==> config.mk <==
export PLATFORM = sky130hd
export DESIGN_NAME = tcp_newreno_congestion_window
export DESIGN_NICKNAME = d
export VERILOG_FILES = /design/src/hdl/tnr_pkg.sv /design/src/hdl/tnr_mul.sv /design/src/hdl/tnr_div.sv /design/src/hdl/tcp_newreno_congestion_window.sv
export VERILOG_INCLUDE_DIRS = /design/src /design/src/hdl
export SDC_FILE = /design/constraint.sdc
export NUM_CORES = 1
export LEC_CHECK = 0
export BUFFER_PORTS_ARGS = -buffer_cell sky130_fd_sc_hd__buf_2
export CORE_ASPECT_RATIO = 2
export CORE_MARGIN = 3
export CORE_UTILIZATION = 65
export DETAILED_ROUTE_END_ITERATION = 12
export PLACE_DENSITY = 0.86
export SYNTH_ARGS = -nofsm -noshare
export SYNTH_HDL_FRONTEND = slang
export SYNTH_SLANG_ARGS = --single-unit
==> constraint.sdc <==
create_clock -name clk -period 23.3 [get_ports clk]
set_input_delay 4.66 -clock clk [delete_from_list [all_inputs] [get_ports clk]]
set_output_delay 4.66 -clock clk [all_outputs]
set_load 0.01 [all_outputs]
==> src/hdl/assert_macros.svh <==
// assertion macros shared by the congestion window block
`ifndef ASSERT_MACROS_SVH
`define ASSERT_MACROS_SVH

// property must hold at every clock edge outside reset
`define TNR_ASSERT(label, clk, rst_n, prop, msg) \
    label: assert property (@(posedge clk) disable iff (!rst_n) (prop)) \
        else $error(msg);

// expression must never be true at a clock edge outside reset
`define TNR_ASSERT_NEVER(label, clk, rst_n, expr, msg) \
    label: assert property (@(posedge clk) disable iff (!rst_n) !(expr)) \
        else $error(msg);

`endif

==> src/hdl/tnr_pkg.sv <==
// shared widths, codes and types for the congestion window block
package tnr_pkg;

    // field widths
    localparam int unsigned REQ_W  = 2;
    localparam int unsigned SEQ_W  = 32;
    localparam int unsigned DUPS_W = 16;
    localparam int unsigned MSS_W  = 16;
    localparam int unsigned WIN_W  = 32;

    // defaults for the top level parameters
    localparam int unsigned DUP_ACK_THRESHOLD_DEF = 3;
    localparam int unsigned DEFAULT_SEGMENT_DEF   = 536;

    // segment size register after reset
    localparam logic [MSS_W-1:0] MSS_RESET = MSS_W'(536);

    // window saturation value
    localparam logic [WIN_W-1:0] WIN_ALL_ONES = '1;

    // event codes
    localparam logic [REQ_W-1:0] REQ_ACK     = 2'd0;
    localparam logic [REQ_W-1:0] REQ_EST     = 2'd1;
    localparam logic [REQ_W-1:0] REQ_TIMEOUT = 2'd2;

    // status of a serial arithmetic unit
    typedef struct packed {
        logic busy;
        logic done;
    } unit_sts_t;

endpackage

==> src/hdl/tnr_mul.sv <==
// bit-serial shift-and-add multiplier, one multiplier bit per cycle
`include "assert_macros.svh"

module tnr_mul (
    input  logic                          clk,
    input  logic                          rst_n,
    input  logic                          start,
    input  logic [tnr_pkg::MSS_W-1:0]     mcand,
    input  logic [tnr_pkg::MSS_W-1:0]     mplier,
    output logic [2*tnr_pkg::MSS_W-1:0]   product,
    output tnr_pkg::unit_sts_t            sts
);

    localparam int unsigned MW    = tnr_pkg::MSS_W;
    localparam int unsigned CNT_W = $clog2(MW);

    logic              busy_reg, busy_next;
    logic              done_reg, done_next;
    logic [CNT_W-1:0]  cnt_reg, cnt_next;
    logic [MW-1:0]     hi_reg, hi_next;
    logic [MW-1:0]     lo_reg, lo_next;
    logic [MW-1:0]     mcand_reg, mcand_next;
    logic [MW:0]       sum;

    // partial sum of the upper half and the selected multiplicand
    assign sum = {1'b0, hi_reg} + (lo_reg[0] ? {1'b0, mcand_reg} : '0);

    // next step of the shift and add
    always_comb
    begin
        busy_next  = busy_reg;
        done_next  = 1'b0;
        cnt_next   = cnt_reg;
        hi_next    = hi_reg;
        lo_next    = lo_reg;
        mcand_next = mcand_reg;
        if (start)
        begin
            busy_next  = 1'b1;
            cnt_next   = CNT_W'(MW - 1);
            hi_next    = '0;
            lo_next    = mplier;
            mcand_next = mcand;
        end
        else if (busy_reg)
        begin
            hi_next  = sum[MW:1];
            lo_next  = {sum[0], lo_reg[MW-1:1]};
            cnt_next = cnt_reg - CNT_W'(1);
            if (cnt_reg == '0)
            begin
                busy_next = 1'b0;
                done_next = 1'b1;
            end
        end
    end

    // control registers
    always_ff @(posedge clk or negedge rst_n)
    begin
        if (!rst_n)
        begin
            busy_reg <= 1'b0;
            done_reg <= 1'b0;
            cnt_reg  <= '0;
        end
        else
        begin
            busy_reg <= busy_next;
            done_reg <= done_next;
            cnt_reg  <= cnt_next;
        end
    end

    // data shift registers
    always_ff @(posedge clk)
    begin
        hi_reg    <= hi_next;
        lo_reg    <= lo_next;
        mcand_reg <= mcand_next;
    end

    assign product  = {hi_reg, lo_reg};
    assign sts.busy = busy_reg;
    assign sts.done = done_reg;

    // done only at the end of a run
    `TNR_ASSERT(a_mul_done_ends_run, clk, rst_n, done_reg |-> $fell(busy_reg), "multiplier done without a run")

endmodule

==> src/hdl/tnr_div.sv <==
// bit-serial restoring divider, one quotient bit per cycle
`include "assert_macros.svh"

module tnr_div (
    input  logic                        clk,
    input  logic                        rst_n,
    input  logic                        start,
    input  logic [tnr_pkg::WIN_W-1:0]   dividend,
    input  logic [tnr_pkg::WIN_W-1:0]   divisor,
    output logic [tnr_pkg::WIN_W-1:0]   quotient,
    output tnr_pkg::unit_sts_t          sts
);

    localparam int unsigned W     = tnr_pkg::WIN_W;
    localparam int unsigned CNT_W = $clog2(W);

    logic              busy_reg, busy_next;
    logic              done_reg, done_next;
    logic [CNT_W-1:0]  cnt_reg, cnt_next;
    logic [W-1:0]      rem_reg, rem_next;
    logic [W-1:0]      quo_reg, quo_next;
    logic [W-1:0]      divisor_reg, divisor_next;
    logic [W:0]        shifted;
    logic [W+1:0]      diff;
    logic              fits;

    // trial subtraction of the divisor from the shifted remainder
    assign shifted = {rem_reg, quo_reg[W-1]};
    assign diff    = {1'b0, shifted} - {2'b00, divisor_reg};
    assign fits    = !diff[W+1];

    // next step of the division
    always_comb
    begin
        busy_next    = busy_reg;
        done_next    = 1'b0;
        cnt_next     = cnt_reg;
        rem_next     = rem_reg;
        quo_next     = quo_reg;
        divisor_next = divisor_reg;
        if (start)
        begin
            busy_next    = 1'b1;
            cnt_next     = CNT_W'(W - 1);
            rem_next     = '0;
            quo_next     = dividend;
            divisor_next = divisor;
        end
        else if (busy_reg)
        begin
            rem_next = fits ? diff[W-1:0] : shifted[W-1:0];
            quo_next = {quo_reg[W-2:0], fits};
            cnt_next = cnt_reg - CNT_W'(1);
            if (cnt_reg == '0)
            begin
                busy_next = 1'b0;
                done_next = 1'b1;
            end
        end
    end

    // control registers
    always_ff @(posedge clk or negedge rst_n)
    begin
        if (!rst_n)
        begin
            busy_reg <= 1'b0;
            done_reg <= 1'b0;
            cnt_reg  <= '0;
        end
        else
        begin
            busy_reg <= busy_next;
            done_reg <= done_next;
            cnt_reg  <= cnt_next;
        end
    end

    // data shift registers
    always_ff @(posedge clk)
    begin
        rem_reg     <= rem_next;
        quo_reg     <= quo_next;
        divisor_reg <= divisor_next;
    end

    assign quotient = quo_reg;
    assign sts.busy = busy_reg;
    assign sts.done = done_reg;

    // partial remainder stays below a nonzero divisor
    `TNR_ASSERT(a_div_rem_bound, clk, rst_n, busy_reg && (divisor_reg != '0) |-> (rem_reg < divisor_reg), "divider remainder out of range")

endmodule

==> src/hdl/tcp_newreno_congestion_window.sv <==
// congestion window, slow-start threshold and fast recovery of one connection
// - input channel: in_valid / in_stall with one event beat (req_type and the
//   ack, window and sequence fields); one beat is taken at a time, in_stall
//   stays high from acceptance until the result has been placed in the
//   output register
// - output channel: out_valid / out_stall with the window, threshold,
//   recovery and retransmit fields after the event; the output register
//   holds a stalled beat while the next event is already being worked on
// - configuration: cfg_write_en writes cfg_write_data into the segment size
//   register; write only while no event is in flight
// - sequencing: an accepted event passes the decide, update and out states
//   on its way to the output register; congestion avoidance adds the serial
//   multiplier (segment size squared) and then the serial divider (by the
//   window) between decide and update, one bit per cycle each
// - reset: window two default segments, threshold all ones, recovery off,
//   segment size 536; no clearing pass
// - receiver stall: a finished result waits in the output register; the
//   next event is accepted but its result waits until the register is free
`include "assert_macros.svh"

module tcp_newreno_congestion_window #(
    parameter int unsigned DUP_ACK_THRESHOLD = tnr_pkg::DUP_ACK_THRESHOLD_DEF,
    parameter int unsigned DEFAULT_SEGMENT   = tnr_pkg::DEFAULT_SEGMENT_DEF
) (
    input  logic                          clk,
    input  logic                          rst_n,
    // configuration
    input  logic                          cfg_write_en,
    input  logic [tnr_pkg::MSS_W-1:0]     cfg_write_data,
    // event channel
    input  logic                          in_valid,
    output logic                          in_stall,
    input  logic [tnr_pkg::REQ_W-1:0]     req_type,
    input  logic [tnr_pkg::SEQ_W-1:0]     ack_number,
    input  logic [tnr_pkg::SEQ_W-1:0]     prev_ack_number,
    input  logic [tnr_pkg::DUPS_W-1:0]    dup_ack_count,
    input  logic [tnr_pkg::WIN_W-1:0]     peer_window,
    input  logic [tnr_pkg::SEQ_W-1:0]     send_next_seq,
    // result channel
    output logic                          out_valid,
    input  logic                          out_stall,
    output logic [tnr_pkg::WIN_W-1:0]     cong_window,
    output logic [tnr_pkg::WIN_W-1:0]     slow_start_thresh,
    output logic                          in_recovery,
    output logic                          retransmit,
    output logic [tnr_pkg::WIN_W-1:0]     usable_window
);

    localparam int unsigned MSS_W  = tnr_pkg::MSS_W;
    localparam int unsigned WIN_W  = tnr_pkg::WIN_W;
    localparam int unsigned SEQ_W  = tnr_pkg::SEQ_W;
    localparam int unsigned DUPS_W = tnr_pkg::DUPS_W;
    localparam int unsigned REQ_W  = tnr_pkg::REQ_W;
    localparam int unsigned THR_W  = $clog2(DUP_ACK_THRESHOLD + 1);
    localparam int unsigned TM_W   = MSS_W + THR_W;

    localparam logic [DUPS_W-1:0] DUP_THR  = DUPS_W'(DUP_ACK_THRESHOLD);
    localparam logic [MSS_W-1:0]  DEF_SEG  = MSS_W'(DEFAULT_SEGMENT);
    localparam logic [WIN_W-1:0]  CWND_RST = WIN_W'(2 * DEFAULT_SEGMENT);

    typedef enum logic [5:0] {
        S_IDLE   = 6'b000001,
        S_DECIDE = 6'b000010,
        S_MUL    = 6'b000100,
        S_DIV    = 6'b001000,
        S_UPDATE = 6'b010000,
        S_OUT    = 6'b100000
    } state_t;

    typedef enum logic [2:0] {
        ACT_NONE,
        ACT_ADD_MSS,
        ACT_EXIT,
        ACT_AVOID,
        ACT_THIRD,
        ACT_EST,
        ACT_TIMEOUT
    } act_t;

    state_t               state_reg, state_next;
    act_t                 act_reg, act_next;
    logic                 rtx_reg, rtx_next;

    // accepted event
    logic [REQ_W-1:0]     req_reg;
    logic [SEQ_W-1:0]     ack_reg;
    logic [SEQ_W-1:0]     prev_reg;
    logic [DUPS_W-1:0]    dups_reg;
    logic [WIN_W-1:0]     peer_reg;
    logic [SEQ_W-1:0]     snd_nxt_reg;

    // connection state
    logic [MSS_W-1:0]     mss_reg, mss_next;
    logic [WIN_W-1:0]     cwnd_reg, cwnd_next;
    logic [WIN_W-1:0]     ssth_reg, ssth_next;
    logic                 recov_reg, recov_next;
    logic [SEQ_W-1:0]     end_reg, end_next;

    // output register
    logic                 out_valid_reg, out_valid_next;
    logic [WIN_W-1:0]     cwnd_out_reg;
    logic [WIN_W-1:0]     ssth_out_reg;
    logic                 recov_out_reg;
    logic                 rtx_out_reg;
    logic [WIN_W-1:0]     usable_out_reg;

    logic                 in_take;
    logic                 out_load;
    logic [SEQ_W-1:0]     ack_gap;
    logic                 peer_nz;
    logic [WIN_W-1:0]     half;
    logic [TM_W-1:0]      thr_mss;
    logic [WIN_W-1:0]     add_a;
    logic [WIN_W-1:0]     add_b;
    logic [WIN_W:0]       add_sum;
    logic [WIN_W-1:0]     sat_sum;
    logic [WIN_W-1:0]     inc;
    logic [MSS_W-1:0]     mss_eff;
    logic [WIN_W-1:0]     usable;

    logic                 mul_start;
    logic                 div_start;
    logic [2*MSS_W-1:0]   mss_sq;
    logic [WIN_W-1:0]     quotient;
    tnr_pkg::unit_sts_t   mul_sts;
    tnr_pkg::unit_sts_t   div_sts;

    // conditions watched by the checks
    logic                 unit_restart;
    logic                 out_clobber;
    logic                 third_upd;
    logic                 recov_ok;

    // handshakes
    assign in_stall = (state_reg != S_IDLE);
    assign in_take  = in_valid && !in_stall;
    assign out_load = (state_reg == S_OUT) && (!out_valid_reg || !out_stall);

    // event decision on the latched beat
    assign ack_gap = ack_reg - end_reg;
    assign peer_nz = (peer_reg != '0);

    always_comb
    begin
        act_next = ACT_NONE;
        rtx_next = 1'b0;
        case (req_reg)
            tnr_pkg::REQ_ACK:
            begin
                if (dups_reg == '0)
                begin
                    if (ack_reg != prev_reg)
                    begin
                        if (cwnd_reg <= ssth_reg)
                        begin
                            act_next = ACT_ADD_MSS;
                        end
                        else if (recov_reg)
                        begin
                            if (!ack_gap[SEQ_W-1])
                            begin
                                act_next = ACT_EXIT;
                            end
                            else
                            begin
                                rtx_next = peer_nz;
                            end
                        end
                        else
                        begin
                            act_next = ACT_AVOID;
                        end
                    end
                end
                else if (dups_reg >= DUP_THR)
                begin
                    act_next = (dups_reg == DUP_THR) ? ACT_THIRD : ACT_ADD_MSS;
                    rtx_next = peer_nz;
                end
            end
            tnr_pkg::REQ_EST:
            begin
                act_next = ACT_EST;
            end
            tnr_pkg::REQ_TIMEOUT:
            begin
                act_next = ACT_TIMEOUT;
            end
            default:
            begin
                act_next = ACT_NONE;
            end
        endcase
    end

    // serial units for the congestion avoidance increase
    assign mul_start = (state_reg == S_DECIDE) && (act_next == ACT_AVOID);
    assign div_start = (state_reg == S_MUL) && mul_sts.done;

    tnr_mul u_mul (
        .clk     (clk),
        .rst_n   (rst_n),
        .start   (mul_start),
        .mcand   (mss_reg),
        .mplier  (mss_reg),
        .product (mss_sq),
        .sts     (mul_sts)
    );

    tnr_div u_div (
        .clk      (clk),
        .rst_n    (rst_n),
        .start    (div_start),
        .dividend (WIN_W'(mss_sq)),
        .divisor  (cwnd_reg),
        .quotient (quotient),
        .sts      (div_sts)
    );

    // shared saturating adder for window growth
    assign half    = cwnd_reg >> 1;
    assign thr_mss = TM_W'(DUP_ACK_THRESHOLD) * TM_W'(mss_reg);
    assign inc     = (quotient == '0) ? WIN_W'(1) : quotient;
    assign add_a   = (act_reg == ACT_THIRD) ? half : cwnd_reg;

    always_comb
    begin
        case (act_reg)
            ACT_ADD_MSS: add_b = WIN_W'(mss_reg);
            ACT_THIRD:   add_b = WIN_W'(thr_mss);
            ACT_AVOID:   add_b = inc;
            default:     add_b = '0;
        endcase
    end

    assign add_sum = {1'b0, add_a} + {1'b0, add_b};
    assign sat_sum = add_sum[WIN_W] ? tnr_pkg::WIN_ALL_ONES : add_sum[WIN_W-1:0];
    assign mss_eff = (mss_reg == '0) ? DEF_SEG : mss_reg;

    // connection state update
    always_comb
    begin
        mss_next   = cfg_write_en ? cfg_write_data : mss_reg;
        cwnd_next  = cwnd_reg;
        ssth_next  = ssth_reg;
        recov_next = recov_reg;
        end_next   = end_reg;
        if (state_reg == S_UPDATE)
        begin
            case (act_reg)
                ACT_ADD_MSS, ACT_AVOID:
                begin
                    cwnd_next = sat_sum;
                end
                ACT_EXIT:
                begin
                    recov_next = 1'b0;
                    cwnd_next  = ssth_reg;
                end
                ACT_THIRD:
                begin
                    ssth_next  = half;
                    cwnd_next  = sat_sum;
                    recov_next = 1'b1;
                    end_next   = snd_nxt_reg;
                end
                ACT_EST:
                begin
                    ssth_next = peer_reg;
                    mss_next  = mss_eff;
                    cwnd_next = WIN_W'({mss_eff, 1'b0});
                end
                ACT_TIMEOUT:
                begin
                    ssth_next = half;
                    cwnd_next = WIN_W'(mss_reg);
                end
                default:
                begin
                    cwnd_next = cwnd_reg;
                end
            endcase
        end
    end

    // sequencer
    always_comb
    begin
        state_next = state_reg;
        case (state_reg)
            S_IDLE:   if (in_take) state_next = S_DECIDE;
            S_DECIDE: state_next = (act_next == ACT_AVOID) ? S_MUL : S_UPDATE;
            S_MUL:    if (mul_sts.done) state_next = S_DIV;
            S_DIV:    if (div_sts.done) state_next = S_UPDATE;
            S_UPDATE: state_next = S_OUT;
            S_OUT:    if (out_load) state_next = S_IDLE;
            default:  state_next = S_IDLE;
        endcase
    end

    // output register valid
    assign out_valid_next = out_load || (out_valid_reg && out_stall);
    assign usable         = (cwnd_reg < peer_reg) ? cwnd_reg : peer_reg;

    // control and connection state registers
    always_ff @(posedge clk or negedge rst_n)
    begin
        if (!rst_n)
        begin
            state_reg     <= S_IDLE;
            act_reg       <= ACT_NONE;
            rtx_reg       <= 1'b0;
            mss_reg       <= tnr_pkg::MSS_RESET;
            cwnd_reg      <= CWND_RST;
            ssth_reg      <= tnr_pkg::WIN_ALL_ONES;
            recov_reg     <= 1'b0;
            end_reg       <= '0;
            out_valid_reg <= 1'b0;
        end
        else
        begin
            state_reg     <= state_next;
            if (state_reg == S_DECIDE)
            begin
                act_reg <= act_next;
                rtx_reg <= rtx_next;
            end
            mss_reg       <= mss_next;
            cwnd_reg      <= cwnd_next;
            ssth_reg      <= ssth_next;
            recov_reg     <= recov_next;
            end_reg       <= end_next;
            out_valid_reg <= out_valid_next;
        end
    end

    // input beat capture
    always_ff @(posedge clk)
    begin
        if (in_take)
        begin
            req_reg     <= req_type;
            ack_reg     <= ack_number;
            prev_reg    <= prev_ack_number;
            dups_reg    <= dup_ack_count;
            peer_reg    <= peer_window;
            snd_nxt_reg <= send_next_seq;
        end
    end

    // output beat capture
    always_ff @(posedge clk)
    begin
        if (out_load)
        begin
            cwnd_out_reg   <= cwnd_reg;
            ssth_out_reg   <= ssth_reg;
            recov_out_reg  <= recov_reg;
            rtx_out_reg    <= rtx_reg;
            usable_out_reg <= usable;
        end
    end

    assign out_valid         = out_valid_reg;
    assign cong_window       = cwnd_out_reg;
    assign slow_start_thresh = ssth_out_reg;
    assign in_recovery       = recov_out_reg;
    assign retransmit        = rtx_out_reg;
    assign usable_window     = usable_out_reg;

    // conditions for the checks below
    assign unit_restart = (mul_start && mul_sts.busy) || (div_start && div_sts.busy);
    assign out_clobber  = out_load && out_valid_reg && out_stall;
    assign third_upd    = (state_reg == S_UPDATE) && (act_reg == ACT_THIRD);
    assign recov_ok     = recov_reg && (ssth_reg <= cwnd_reg);

    // serial units are only started when free
    `TNR_ASSERT_NEVER(a_unit_start_busy, clk, rst_n, unit_restart, "serial unit restarted")

    // a pending result beat is never overwritten
    `TNR_ASSERT_NEVER(a_out_overwrite, clk, rst_n, out_clobber, "output beat overwritten")

    // third duplicate enters recovery with the window at or above the threshold
    `TNR_ASSERT(a_third_dup, clk, rst_n, third_upd |=> recov_ok, "recovery not entered")

endmodule

Word level (Yosys, flattened, before mapping):

Cells that the tools add are included.

* bitwise operators: 0
* $lt $le $gt $ge: 3
* divide/modulo/power cells: 0
* multipliers: 1
* equal/unequal tests: 22
* mux-type cells: 55
* $add $sub $neg: 6
* reductions and logical operators: 30
* shifts and indexed selects: 0

Operators with widths (number)
* 32-bit 2-to-1 mux: 7
* 32-bit case mux with 4 select lines: 1
* 16-bit 2-to-1 mux: 7
* 32-bit case mux with 3 select lines: 1
* 32-bit case mux with 2 select lines: 1
* 6-bit case mux with 6 select lines: 1
* 33-bit by 32-bit subtractor with 34-bit output: 1
* 32-bit by 32-bit adder with 33-bit output: 1
* 32-bit <= comparator: 1
* 16-bit zero test: 2
* 32-bit zero test: 1
* 32-bit < comparator: 1
* 32-bit inequality test: 1
* 32-bit nonzero test: 1
* 32-bit subtractor: 1
* 6-bit 2-to-1 mux: 4
* 1-bit 2-to-1 mux: 19
* 2-bit by 16-bit multiplier with 18-bit output, first input constant: 1
* 3-bit 2-to-1 mux: 6
* 16-bit by 17-bit adder with 17-bit output: 1
* 16-bit by 2-bit equality test with 1-bit output, second input constant: 1
* 16-bit by 2-bit >= comparator with 1-bit output, second input constant: 1
* 5-bit 2-to-1 mux: 3
* 3-bit by 2-bit equality test with 1-bit output, second input constant: 3
* 31 further kinds: 50

* input port bits: 167
* ROM bits: 0
* latch bits: 0
* memories kept: 0
* output and inout bits: 100
* RAM bits: 0
* register bits: 525
* word-level logic and storage cells: 149

Depth between registers and ports, before layout:

* depth in word-level cells: 10
* mapped depth: 22
* depth with buffers taken out: 22

Cells and area by module:

From an unflattened synthesis, not the netlist that was laid out.

* cell total of the unflattened synthesis: 2586
* area, all modules: 28498.6 um2

By module, submodules not included
* tcp_newreno_congestion_window: instances 1, area each 19590.0 um2, cells each 1737, seq. area each 10478.8 um2
* tnr_div: instances 1, area each 6029.5 um2, cells each 587, seq. area each 2737.6 um2
* tnr_mul: instances 1, area each 2879.0 um2, cells each 262, seq. area each 1431.4 um2

Least setup slack after synthesis:

OpenSTA, ideal clock, no wires.

* kind: input-to-reg
* from: in in_valid
* to: reg ack_reg[0] (enable)
* arrival time: 10725 ps
* library setup time: 654 ps
* buffers on the path: 0
* cell stages on the path: 2
* slack: 11920 ps
* required time: 22646 ps
* path through: inv_1 nor2_1

* word-level cells in the longest chain between the ends: 1

Ends and longest elaborated chain
* start, declared: line tcp_newreno_congestion_window.sv:31 `input logic in_valid,`
* 1-bit logical AND: line tcp_newreno_congestion_window.sv:136 `assign in_take = in_valid && !in_stall;`
* named net in_take: line tcp_newreno_congestion_window.sv:107 `logic in_take;`
* end signal, assigned: line tcp_newreno_congestion_window.sv:343 `ack_reg <= ack_number;`
* end, declared: line tcp_newreno_congestion_window.sv:86 `logic [SEQ_W-1:0] ack_reg;`

The timed path passes the listed nets, and every way through them passes these cells.
A chain may end at the register's enable or synchronous reset.

Final worst setup path:

* from: reg state_reg[5]
* to: out in_stall

* word-level cells in the longest chain between the ends: 1

Ends and longest elaborated chain
* start, declared: line tcp_newreno_congestion_window.sv:80 `state_t state_reg, state_next;`
* start signal, assigned: line tcp_newreno_congestion_window.sv:322 `state_reg <= state_next;`
* 6-bit by 1-bit inequality test with 1-bit output: line tcp_newreno_congestion_window.sv:135 `assign in_stall = (state_reg != S_IDLE);`
* end, declared: line tcp_newreno_congestion_window.sv:32 `output logic in_stall,`

No other way between the ends.

==> impl_metrics.csv <==
group,metric,value,unit
outcome,status,"complete, no violations",
worst_setup_path,rr_worst_depth,21,
worst_setup_path,critPathCaptureType,"output pin",
power,power_frac_seq,42.0,%
finish,layoutNonFillerInstCount,3410,
floorplan,die_w,153,um
sta,fmax,150,MHz
routing,vias,21800,
global_route,first_global_vias,22600,
routing,dr.pass1.iters,5,
hold_path,min_to,"end_reg[3]",
sta,slew_headroom,14.5,%
global_route,antenna_found_initial,3,
worst_setup_path,path_max_fanout,6,
finish,drive_above_1_share,18.3,%
finish,nets,3200,
routing,vias_per_cell,6.39,
power,combPwrFrac,34.1,%
cts,root_buffer,"clkbuf_16",
power,p_per_area,109,nW/um^2
finish,fill_cells,2841,
synthesis,synth_nets,2954,
synthesis,synth_edf_count,340,
sta,rsz0062_at_grt,"false",
placement,dp.cells,3325,
cts,tritoncts,"built",
sta,whs,0.473,ns
worst_setup_path,start_kind,"flip-flop",
sta,min_period,6.65,ns
hold_path,min_path_type,"flip-flop to flip-flop",
power,leakagePower,13.6,nW
finish,multi_input_area,12400,um^2
cts,clk_latency,0.59,ns
finish,regArea,14600,um^2
sta,setup_viol,0,
synthesis,synth_warnings,0,
routing,drc,0,
global_route,gr-usage-all-layers,34.7,%
worst_setup_path,setup.worst_path.class,"flip-flop to output pin",
global_route,grt_overflow,0,
global_route,grt_first_pass_wirelength,124000,um
synthesis,synth-async-reset-ratio,26.1,%
sta,worst_clock_skew,0.0346,ns
sta,finalCritPeriodShare,28.5,%
placement,detailed_place_hpwl,60400,um
worst_setup_path,rr_startpoint,"mss_reg[2]",
synthesis,synth_seq_cells,525,
floorplan,die_area,45900,um^2
routing,drt-initial-drc-count,1776,
sta,worst_slew_pin_slew,1.28,ns
cts,cts_hold_buf,0,
hold_path,hold_start,"snd_nxt_reg[3]",
routing,avgRoutedWirePerCell,23.9,um
finish,mostFrequentLayoutCells,"347 x nand2_1, 340 x edfxtp_1, 265 x buf_2",
cts,cts_made_buffers,45,
placement,place.gp.congestion,0.985,
cts,h-tree-depth,2,
power,p_int,2.15,mW
synthesis,ys_seq_area_share,52.2,%
worst_setup_path,arrival,1.99,ns
cts,clock_path_buffers,3,
power,swShare,37.1,%
worst_setup_path,cp.required,18.64,ns
synthesis,avgSynthCellArea,10.9,um^2
floorplan,core_area,42600,um^2
routing,routed_wl,81400,um
sta,drv_slew,0,
cts,postCtsSetupBuffers,0,
power,pwr-share-clk,23.9,%
synthesis,synthFlopType,"edfxtp_1",
floorplan,num_io_pins,267,
worst_setup_path,rrSetupSlack,17.08,ns
synthesis,postSynthCellCount,2581,
cts,clk_pin_slew,0.07,ns
finish,final_common_cell,"nand2_1",
run,max-cap-violations,0,
finish,areaGrowthSynthToFinish,12.5,%
floorplan,std_cell_rows,107,
global_route,grt_start_max_net_pins,85,
sta,hold_viol_final,0,
power,power.net_switching,1.27,mW
floorplan,die_h,300,um
hold_path,holdPathStages,1,
sta,tns,0,ns
synthesis,synth_area,28100,um^2
worst_setup_path,reg2reg_to,"cwnd_reg[18]",
placement,io_buffers,266,
floorplan,initial_core_util,65.9,%
cts,cts.sinks,525,
cts,post_cts_resized,0,
routing,ant_nets,0,
synthesis,yosysUniqueCellTypes,87,
power,peakVddDrop,0.109,mV
## power groups by stage
stage                     combinational (mW)  sequential (mW)  clock [mW]
final                                   1.17             1.44       0.818
after CTS                               1.15             1.43       0.825
after global placement                  1.07             1.44           0
after detailed placement                1.13             1.45           0
after global routing                    1.28             1.45       0.859
after floorplan                        0.819             1.36           0
## per-stage QoR
stage	util, %	worst slack, ns	instance area, um^2	power, mW
after floorplan	-	11.92	28100	2.18
after global placement	70.4	16.53	30000	2.51
after detailed placement	70.4	16.46	30000	2.58
after CTS	74.1	16.65	31600	3.40
after global routing	74.1	16.54	31600	3.59
final	74.1	16.65	31600	3.43
## layout make-up
class	instances	share of cell area (%)
sequential	525	46.4
multi-input combinational	1774	39.3
timing repair buffer	289	4.78
clock buffer	52	3.75
inverter	192	2.28
tap	545	2.16
clock inverter	31	1.32
antenna	2	0.0159
## layer usage
metal | vias to the layer above | share of wire (%) | global-route usage (%)
met5 | - | 0.025 | 0
met4 | 2 | 9.8 | 28.6
met3 | 384 | 5.8 | 5.13
met2 | 1050 | 53 | 64.0
met1 | 10400 | 32 | 33.4
li1 | 9902 | - | -
## worst max-delay path by stage
| stage | from | to | slack (ns) | cells past startpoint |
|---|---|---|---|---|
| 2_1_floorplan | in_valid | ack_reg[0] | 11.92 | 2 |
| 3_3_place_gp | in_valid | snd_nxt_reg[11] | 16.53 | 4 |
| 6_report | state_reg[5] | in_stall | 16.65 | 3 |
| 5_1_grt | state_reg[2] | in_stall | 16.54 | 3 |
| 3_5_place_dp | in_valid | snd_nxt_reg[11] | 16.46 | 4 |
| 4_1_cts | state_reg[3] | in_stall | 16.65 | 3 |
## kinds of logic after synthesis
family / share of synthesized area (%)
xor+xnor: 3.40
fa+ha+maj: 9.29
flops: 52.2
buf+inv: 3.86
mux: 5.45
compound gates: 13.6
simple gates: 12.2
## worst max-delay path, cell delays in order (launching register included)
cell and delay, ns:
dfrtp_1 0.44, nor4_1 0.38, nand3b_1 0.33, buf_2 0.25
## synth_stat cells, types with 51 or more instances
library cell,n,area [um^2]
a21oi_1,128,641
and2_1,51,319
clkbuf_1,72,270
dfrtp_1,98,2450
edfxtp_1,340,10200
ha_1,202,2530
inv_1,190,713
mux2_2,75,845
nand2_1,348,1310
nor2_1,97,364
o21ai_0,184,921
xnor2_1,56,490
xor2_1,53,464
(Power assumes the default switching activity.)
